File: src/design/dlpd_pkg.sv
// ----------------------------------------------------------------------------
// dlpd_pkg
// Shared types and constants for the decimal length prefix deframer.
// ----------------------------------------------------------------------------
package dlpd_pkg;

    localparam int unsigned HEADER_DIGITS_DEF = 10;
    localparam int unsigned LEN_W             = 34;
    localparam int unsigned BYTE_W            = 8;
    localparam int unsigned QUEUE_DEPTH       = 4;
    localparam int unsigned QUEUE_AW          = $clog2(QUEUE_DEPTH);

    localparam logic [BYTE_W-1:0] ASCII_ZERO = 8'h30;
    localparam logic [BYTE_W-1:0] ASCII_NINE = 8'h39;
    localparam logic [LEN_W-1:0]  LEN_MAX    = {LEN_W{1'b1}};

    typedef struct packed {
        logic [BYTE_W-1:0] payload_byte;
        logic              message_start;
        logic              message_end;
        logic              empty_message;
        logic [LEN_W-1:0]  message_length;
    } t_word;

endpackage

File: src/design/dlpd_front.sv
// ----------------------------------------------------------------------------
// dlpd_front
// Header parser and payload tracker. Classifies each byte and builds the
// result word for payload bytes and empty frames.
// ----------------------------------------------------------------------------
module dlpd_front #(
    parameter int unsigned HEADER_DIGITS = dlpd_pkg::HEADER_DIGITS_DEF
) (
    input  logic                          i_clk,
    input  logic                          i_rst_n,
    input  logic                          i_accept,
    input  logic [dlpd_pkg::BYTE_W-1:0]   i_data_byte,
    output logic                          o_push,
    output dlpd_pkg::t_word               o_word
);

    localparam int unsigned POS_W = $clog2(HEADER_DIGITS + 1);
    localparam int unsigned MUL_W = dlpd_pkg::LEN_W + 4;

    logic [POS_W-1:0]              r_pos, n_pos;
    logic [dlpd_pkg::LEN_W-1:0]    r_acc, n_acc;
    logic                          r_stopped, n_stopped;
    logic [dlpd_pkg::LEN_W-1:0]    r_remain, n_remain;
    logic                          r_in_payload, n_in_payload;
    logic [dlpd_pkg::LEN_W-1:0]    r_frame_len, n_frame_len;

    logic                          is_digit;
    logic [3:0]                    digit;
    logic [MUL_W-1:0]              acc_wide;
    logic [MUL_W-1:0]              acc_next;
    logic [dlpd_pkg::LEN_W-1:0]    acc_sat;
    logic [POS_W-1:0]              pos_inc;
    logic [dlpd_pkg::LEN_W-1:0]    remain_dec;

    assign is_digit = (i_data_byte >= dlpd_pkg::ASCII_ZERO) &&
                      (i_data_byte <= dlpd_pkg::ASCII_NINE);
    assign digit    = 4'(i_data_byte - dlpd_pkg::ASCII_ZERO);
    assign acc_wide = {4'b0, r_acc};
    assign acc_next = (acc_wide << 3) + (acc_wide << 1) + MUL_W'(digit);
    assign acc_sat  = (acc_next > {4'b0, dlpd_pkg::LEN_MAX}) ? dlpd_pkg::LEN_MAX
                                                             : acc_next[dlpd_pkg::LEN_W-1:0];
    assign pos_inc  = r_pos + POS_W'(1);
    assign remain_dec = (r_remain != '0) ? (r_remain - dlpd_pkg::LEN_W'(1)) : r_remain;

    always_comb begin
        n_pos        = r_pos;
        n_acc        = r_acc;
        n_stopped    = r_stopped;
        n_remain     = r_remain;
        n_in_payload = r_in_payload;
        n_frame_len  = r_frame_len;
        o_push       = 1'b0;
        o_word       = '0;

        if (i_accept) begin
            if (r_in_payload) begin
                o_push                = 1'b1;
                o_word.payload_byte   = i_data_byte;
                o_word.message_start  = (r_remain == r_frame_len);
                o_word.message_end    = (r_remain <= dlpd_pkg::LEN_W'(1));
                o_word.message_length = r_frame_len;
                n_remain              = remain_dec;
                if (remain_dec == '0) begin
                    n_in_payload = 1'b0;
                    n_pos        = '0;
                    n_acc        = '0;
                    n_stopped    = 1'b0;
                end
            end else begin
                if (!r_stopped && is_digit) begin
                    n_acc = acc_sat;
                end else begin
                    n_stopped = 1'b1;
                end
                n_pos = pos_inc;
                if (pos_inc >= POS_W'(HEADER_DIGITS)) begin
                    n_frame_len = n_acc;
                    n_pos       = '0;
                    n_acc       = '0;
                    n_stopped   = 1'b0;
                    if (n_frame_len == '0) begin
                        o_push               = 1'b1;
                        o_word.empty_message = 1'b1;
                    end else begin
                        n_remain     = n_frame_len;
                        n_in_payload = 1'b1;
                    end
                end
            end
        end
    end

    always_ff @(posedge i_clk) begin
        if (!i_rst_n) begin
            r_pos        <= '0;
            r_acc        <= '0;
            r_stopped    <= 1'b0;
            r_remain     <= '0;
            r_in_payload <= 1'b0;
            r_frame_len  <= '0;
        end else begin
            r_pos        <= n_pos;
            r_acc        <= n_acc;
            r_stopped    <= n_stopped;
            r_remain     <= n_remain;
            r_in_payload <= n_in_payload;
            r_frame_len  <= n_frame_len;
        end
    end

endmodule

File: src/design/dlpd_queue.sv
// ----------------------------------------------------------------------------
// dlpd_queue
// Small word queue between the parser and the output stage.
// ----------------------------------------------------------------------------
module dlpd_queue (
    input  logic            i_clk,
    input  logic            i_rst_n,
    input  logic            i_push,
    input  dlpd_pkg::t_word i_word,
    input  logic            i_pop,
    output dlpd_pkg::t_word o_head,
    output logic            o_full,
    output logic            o_empty
);

    dlpd_pkg::t_word                r_mem [dlpd_pkg::QUEUE_DEPTH];
    logic [dlpd_pkg::QUEUE_AW-1:0]  r_wr_ptr, n_wr_ptr;
    logic [dlpd_pkg::QUEUE_AW-1:0]  r_rd_ptr, n_rd_ptr;
    logic [dlpd_pkg::QUEUE_AW:0]    r_count, n_count;

    assign o_full  = (r_count == (dlpd_pkg::QUEUE_AW+1)'(dlpd_pkg::QUEUE_DEPTH));
    assign o_empty = (r_count == '0);
    assign o_head  = r_mem[r_rd_ptr];

    always_comb begin
        n_wr_ptr = i_push ? r_wr_ptr + 1'b1 : r_wr_ptr;
        n_rd_ptr = i_pop  ? r_rd_ptr + 1'b1 : r_rd_ptr;
        n_count  = r_count;
        case ({i_push, i_pop})
            2'b10:   n_count = r_count + 1'b1;
            2'b01:   n_count = r_count - 1'b1;
            default: n_count = r_count;
        endcase
    end

    always_ff @(posedge i_clk) begin
        if (i_push) begin
            r_mem[r_wr_ptr] <= i_word;
        end
    end

    always_ff @(posedge i_clk) begin
        if (!i_rst_n) begin
            r_wr_ptr <= '0;
            r_rd_ptr <= '0;
            r_count  <= '0;
        end else begin
            r_wr_ptr <= n_wr_ptr;
            r_rd_ptr <= n_rd_ptr;
            r_count  <= n_count;
        end
    end

endmodule

File: src/design/dlpd_back.sv
// ----------------------------------------------------------------------------
// dlpd_back
// Output register stage: pulls words from the queue and holds them until
// the downstream side takes them.
// ----------------------------------------------------------------------------
module dlpd_back (
    input  logic            i_clk,
    input  logic            i_rst_n,
    input  dlpd_pkg::t_word i_head,
    input  logic            i_empty,
    input  logic            i_stall,
    output logic            o_pop,
    output logic            o_valid,
    output dlpd_pkg::t_word o_word
);

    logic            r_valid, n_valid;
    dlpd_pkg::t_word r_word;

    assign o_pop   = !i_empty && (!r_valid || !i_stall);
    assign n_valid = o_pop || (r_valid && i_stall);
    assign o_valid = r_valid;
    assign o_word  = r_word;

    always_ff @(posedge i_clk) begin
        if (!i_rst_n) begin
            r_valid <= 1'b0;
        end else begin
            r_valid <= n_valid;
        end
    end

    always_ff @(posedge i_clk) begin
        if (o_pop) begin
            r_word <= i_head;
        end
    end

endmodule

File: src/design/decimal_length_prefix_deframer_unit.sv
// ----------------------------------------------------------------------------
// decimal_length_prefix_deframer_unit
// Splits a byte stream into frames with a zero-padded ASCII decimal length
// header and passes payload bytes on with start, end and length marks.
//
//   channel  direction  handshake              fields
//   input    in         i_valid / o_stall      i_data_byte
//   output   out        o_valid / i_stall      o_payload_byte, o_message_start,
//                                              o_message_end, o_empty_message,
//                                              o_message_length
//
// One byte is taken every cycle while the four-word queue has room.
// Header bytes give no word, except the last byte of a zero-length header.
// o_stall rises only when the queue is full, i.e. downstream has stalled.
// Synchronous active-low reset returns the parser to the first header digit.
// ----------------------------------------------------------------------------
module decimal_length_prefix_deframer_unit #(
    parameter int unsigned HEADER_DIGITS = dlpd_pkg::HEADER_DIGITS_DEF
) (
    input  logic                         i_clk,
    input  logic                         i_rst_n,
    input  logic                         i_valid,
    output logic                         o_stall,
    input  logic [dlpd_pkg::BYTE_W-1:0]  i_data_byte,
    output logic                         o_valid,
    input  logic                         i_stall,
    output logic [dlpd_pkg::BYTE_W-1:0]  o_payload_byte,
    output logic                         o_message_start,
    output logic                         o_message_end,
    output logic                         o_empty_message,
    output logic [dlpd_pkg::LEN_W-1:0]   o_message_length
);

    logic            accept;
    logic            push;
    logic            pop;
    logic            q_full;
    logic            q_empty;
    dlpd_pkg::t_word front_word;
    dlpd_pkg::t_word head_word;
    dlpd_pkg::t_word out_word;

    assign o_stall = q_full;
    assign accept  = i_valid && !q_full;

    dlpd_front #(
        .HEADER_DIGITS (HEADER_DIGITS)
    ) u_front (
        .i_clk       (i_clk),
        .i_rst_n     (i_rst_n),
        .i_accept    (accept),
        .i_data_byte (i_data_byte),
        .o_push      (push),
        .o_word      (front_word)
    );

    dlpd_queue u_queue (
        .i_clk   (i_clk),
        .i_rst_n (i_rst_n),
        .i_push  (push),
        .i_word  (front_word),
        .i_pop   (pop),
        .o_head  (head_word),
        .o_full  (q_full),
        .o_empty (q_empty)
    );

    dlpd_back u_back (
        .i_clk   (i_clk),
        .i_rst_n (i_rst_n),
        .i_head  (head_word),
        .i_empty (q_empty),
        .i_stall (i_stall),
        .o_pop   (pop),
        .o_valid (o_valid),
        .o_word  (out_word)
    );

    assign o_payload_byte   = out_word.payload_byte;
    assign o_message_start  = out_word.message_start;
    assign o_message_end    = out_word.message_end;
    assign o_empty_message  = out_word.empty_message;
    assign o_message_length = out_word.message_length;

endmodule

File: config.mk
export PLATFORM = sky130hd
export DESIGN_NAME = decimal_length_prefix_deframer_unit
export DESIGN_NICKNAME = d
export VERILOG_FILES = /design/src/design/dlpd_pkg.sv /design/src/design/dlpd_front.sv /design/src/design/dlpd_queue.sv /design/src/design/dlpd_back.sv /design/src/design/decimal_length_prefix_deframer_unit.sv
export SDC_FILE = /design/constraint.sdc
export NUM_CORES = 1
export LEC_CHECK = 0
export ABC_AREA = 0
export BUFFER_PORTS_ARGS = -buffer_cell sky130_fd_sc_hd__buf_2
export CORE_ASPECT_RATIO = 0.6
export CORE_MARGIN = 1
export CORE_UTILIZATION = 36
export DETAILED_ROUTE_END_ITERATION = 16
export PLACE_DENSITY_LB_ADDON = 0.2
export RECOVER_POWER = 100
export SLEW_MARGIN = 10
export SYNTH_ARGS = -nofsm -noshare
export SYNTH_HDL_FRONTEND = slang
export SYNTH_SLANG_ARGS = --single-unit
File: constraint.sdc
create_clock -name i_clk -period 8.95 [get_ports i_clk]
set_clock_uncertainty 0.2 [all_clocks]
set_input_delay 1.79 -clock i_clk [delete_from_list [all_inputs] [get_ports i_clk]]
set_output_delay 1.79 -clock i_clk [all_outputs]
set_load 0.02 [all_outputs]
==> impl_metrics.prom <==
# TYPE chip_impl_metric gauge
chip_impl_metric{name="clk_pin_slew",unit="ns"} 0.07
chip_impl_metric{name="dieArea",unit="um2"} 49800
chip_impl_metric{name="globalplace.congestion",unit=""} 0.935
chip_impl_metric{name="ios",unit=""} 59
chip_impl_metric{name="grt.met2_usage",unit="%"} 26.7
chip_impl_metric{name="vdd.ir_drop.worst",unit="mV"} 0.198
chip_impl_metric{name="report.power.total",unit="mW"} 4.28
chip_impl_info{name="hp-class",value="reg2reg"} 1
chip_impl_metric{name="wl_per_cell",unit="um"} 24.4
chip_impl_metric{name="worstMarginPinSlew",unit="ns"} 3.30
chip_impl_metric{name="postCtsSetupRepairBufs",unit=""} 0
chip_impl_metric{name="first_pass_grt_wire_length",unit="um"} 85000
chip_impl_metric{name="viasPerCell",unit=""} 5.92
chip_impl_metric{name="initial_cell_density_of_the_core",unit="%"} 36.7
chip_impl_metric{name="fp-row-count",unit=""} 62
chip_impl_metric{name="fin_nets",unit=""} 1732
chip_impl_info{name="critical_path_class",value="in2reg"} 1
chip_impl_info{name="clk_root_buffer_cell",value="sky130_fd_sc_hd__clkbuf_16"} 1
chip_impl_info{name="critical_path_end_type",value="flop"} 1
chip_impl_metric{name="first_iter_violations",unit=""} 1604
chip_impl_metric{name="final.setup.worst_slack",unit="ns"} 0.832
chip_impl_info{name="hold_path_startpoint",value="u_front.r_stopped$_SDFFE_PN0P_"} 1
chip_impl_metric{name="met3_usage",unit="%"} 5.49
chip_impl_metric{name="crit_arrival",unit="ns"} 8.16
chip_impl_metric{name="totalWireLength",unit="um"} 56300
chip_impl_metric{name="post_cts.resized_instances",unit=""} 0
chip_impl_metric{name="grt.met1_usage",unit="%"} 39.2
chip_impl_metric{name="critical_path.max_fanout",unit=""} 20
chip_impl_metric{name="synthDistinctLibCells",unit=""} 85
chip_impl_metric{name="netlist_instances",unit=""} 1612
chip_impl_metric{name="place_worst_setup_slack",unit="ns"} 0.715
chip_impl_metric{name="grt_util_all_layers",unit="%"} 22.5
chip_impl_info{name="synth_top_flop_cell",value="sky130_fd_sc_hd__edfxtp_1"} 1
chip_impl_metric{name="critical_path.max_stage_delay",unit="ns"} 0.75
chip_impl_info{name="ys_top_cells_by_area",value="sky130_fd_sc_hd__edfxtp_1, sky130_fd_sc_hd__dfxtp_1, sky130_fd_sc_hd__mux4_2"} 1
chip_impl_info{name="grt_busiest_layer",value="met1"} 1
chip_impl_info{name="rsz0062_at_grt",value="no"} 1
chip_impl_metric{name="syn_area",unit="um2"} 17600
chip_impl_info{name="crit_path_cell_trace",value="buf_2, inv_1, fa_1, fa_1, nand2b_1, a21oi_1, o21ai_0, o41ai_1, a21oi_1, xnor2_2, or3_1, o22ai_1, nor4b_4, nand3_2, o21ai_2, and2_2, clkbuf_1"} 1
chip_impl_metric{name="placement.io_buffers",unit=""} 58
chip_impl_metric{name="synth-edff-count",unit=""} 225
chip_impl_info{name="startpoint_of_the_worst_register_to_register_path",value="u_front.r_acc[0]$_SDFFE_PN0P_"} 1
chip_impl_metric{name="cts_max_level",unit=""} 1
chip_impl_metric{name="areaGrowthSynthToFinish",unit="%"} 11.1
chip_impl_metric{name="global_route.overflow_total",unit=""} 0
chip_impl_metric{name="post_cts_hold_buffer_count",unit=""} 0
chip_impl_metric{name="power_per_unit_of_standard_cell_area",unit="nW/um2"} 219
chip_impl_metric{name="yosys_warnings",unit=""} 0
chip_impl_metric{name="initial_antenna_violation_count",unit=""} 0
chip_impl_metric{name="critPathBufInv",unit=""} 3
chip_impl_metric{name="worst_ep_required_time",unit="ns"} 8.99
chip_impl_metric{name="post-route-period-util",unit="%"} 90.7
chip_impl_metric{name="cts.sink_count",unit=""} 341
chip_impl_metric{name="synth.avg_cell_area",unit="um2"} 10.9
chip_impl_metric{name="timing.max_slew.rel_slack",unit="%"} -120
chip_impl_metric{name="dr.pass1.iters",unit=""} 6
chip_impl_info{name="commonest_cells_in_the_netlist",value="sky130_fd_sc_hd__edfxtp_1, sky130_fd_sc_hd__nand2_1, sky130_fd_sc_hd__nor2_1"} 1
chip_impl_metric{name="drt_drc_violations_left",unit=""} 0
chip_impl_metric{name="core-area",unit="um2"} 48000
chip_impl_metric{name="synth_top_area_share",unit="%"} 38.4
chip_impl_metric{name="grt_max_degree",unit=""} 64
chip_impl_metric{name="tns",unit="ns"} 0
chip_impl_info{name="post-synth-top-count-cell",value="sky130_fd_sc_hd__edfxtp_1"} 1
chip_impl_info{name="source_of_the_critical_timing_path",value="i_data_byte[3]"} 1
chip_impl_metric{name="synthArstFlopShare",unit="%"} 0
chip_impl_metric{name="timing.max_cap.violations",unit=""} 5
chip_impl_metric{name="cts_inserted_buffers",unit=""} 31
chip_impl_metric{name="finalHoldViolCount",unit=""} 0
chip_impl_metric{name="via_count_of_the_routed_design",unit=""} 13700
chip_impl_info{name="synth.largest_area_cell",value="sky130_fd_sc_hd__edfxtp_1"} 1
chip_impl_metric{name="finalSetupViolCount",unit=""} 0
chip_impl_metric{name="drive_gt1_share",unit="%"} 10.3
chip_impl_metric{name="postSynthRegisterBits",unit=""} 341
chip_impl_metric{name="total_leakage_power",unit="nW"} 7.35
chip_impl_metric{name="yosysSeqAreaShare",unit="%"} 51.6
chip_impl_metric{name="cts_max_path_buffers",unit=""} 3
chip_impl_info{name="crit_slowest_cell",value="sky130_fd_sc_hd__o41ai_1"} 1
chip_impl_metric{name="post-dp-hpwl",unit="um"} 41500
chip_impl_info{name="critPathLaunchType",value="input port"} 1
chip_impl_metric{name="die_w",unit="um"} 288
chip_impl_info{name="tritoncts",value="built"} 1
chip_impl_metric{name="period_minus_slack",unit="ns"} 8.12
chip_impl_info{name="critical-path-top-delay-family",value="compound AO/OA/AOI/OAI gates"} 1
chip_impl_info{name="run_status",value="complete, but fails checks"} 1
chip_impl_metric{name="first_global_vias",unit=""} 12600
chip_impl_metric{name="max_freq",unit="MHz"} 123
chip_impl_metric{name="slew_viol_final",unit=""} 210
chip_impl_metric{name="worst_skew_pair.late_latency",unit="ns"} 0.61
chip_impl_metric{name="die_y",unit="um"} 173
chip_impl_info{name="failed_checks",value="max-capacitance violations, max-slew violations"} 1
chip_impl_metric{name="antenna_left",unit=""} 0
chip_impl_metric{name="synth_nets",unit=""} 1703
sequential cells by signal (all words and copies together) (netlist names):
name,count
u_front.r_remain,34
u_front.r_acc,34
u_front.r_stopped,1
u_queue.r_rd_ptr,2
u_back.o_word,45
u_front.r_pos,4
u_front.r_in_payload,1
u_back.o_valid,1
u_front.r_frame_len,34
u_queue.r_count,3
u_queue.r_mem,180
u_queue.r_wr_ptr,2
power breakdown:
group / total, mW / switching, mW / internal, mW
Sequential: 1.93 / 0.0601 / 1.87
Combinational: 0.919 / 0.577 / 0.341
Clock: 1.43 / 0.620 / 0.807
metal layers:
layer | share of wire [%] | routed length (um)
met2 | 36 | 20000
met3 | 10 | 5730
met5 | 0 | 0
met4 | 1.7 | 946
met1 | 53 | 29600
cells in the final DEF (no fill, tap or decap), drive strengths merged, types with 45 or more instances in the layout:
cell type and instances:
a21oi 128, and3 55, clkbuf 107, dfxtp 116, edfxtp 225, ha 76, mux4 45, nand2 145
nor2 133, o21ai 94
kinds of logic (layout without fill, tap and decap cells):
kind of cell / after synthesis / after routing / synth area share [%]
AOI/OAI and AO/OA: 394 / 394 / 14.3
and+or+nand+nor: 541 / 541 / 15.5
xor gates and xnor gates: 69 / 69 / 3.43
buffers and inverters: 133 / 187 / 3.18
muxes: 55 / 55 / 6.37
adders and majority gates: 79 / 79 / 5.74
DFF: 341 / 341 / 51.6
other: 0 / 1 / 0
final timing paths:
| check | end | slack, ns | depth (start not counted) |
|---|---|---|---|
| hold reg to reg | u_front.r_stopped$_SDFFE_PN0P_ | 0.26 | 2 |
| setup reg to reg | u_queue.r_mem[3][35]$_DFFE_PP_ | 1.65 | 16 |
| hold / removal | u_front.r_stopped$_SDFFE_PN0P_ | 0.26 | 2 |
| setup / recovery | u_queue.r_mem[3][35]$_DFFE_PP_ | 0.83 | 17 |
through the flow:
step | util, % | std cells | instance area (um2) | hold slack (ns)
global route | 40.7 | 2306 | 19600 | 0.314
floorplan | - | 1612 | 17600 | 0.226
detailed placement | 38.9 | 2248 | 18700 | 0.248
finish | 40.7 | 2307 | 19600 | 0.262
CTS | 41.2 | 2306 | 19800 | 0.264
global placement | 38.9 | 2248 | 18700 | 0.251
worst min-delay path, stage by stage, from the launching register on:
cell and delay (ns):
sky130_fd_sc_hd__dfxtp_1 0.33, sky130_fd_sc_hd__nand2_1 0.05, sky130_fd_sc_hd__o21ai_0 0.05
cell type report:
class                           count  area [um2]
Tap cell                          640         801
Sequential cell                   341        9080
Antenna cell                        1        2.50
Clock inverter                     19         233
Clock buffer                       39         836
Multi-Input combinational cell   1138        7970
Timing Repair Buffer               95         517
Fill cell                        4608       28500
Inverter                           34         128
No activity file was read; power rests on OpenSTA's default activity.
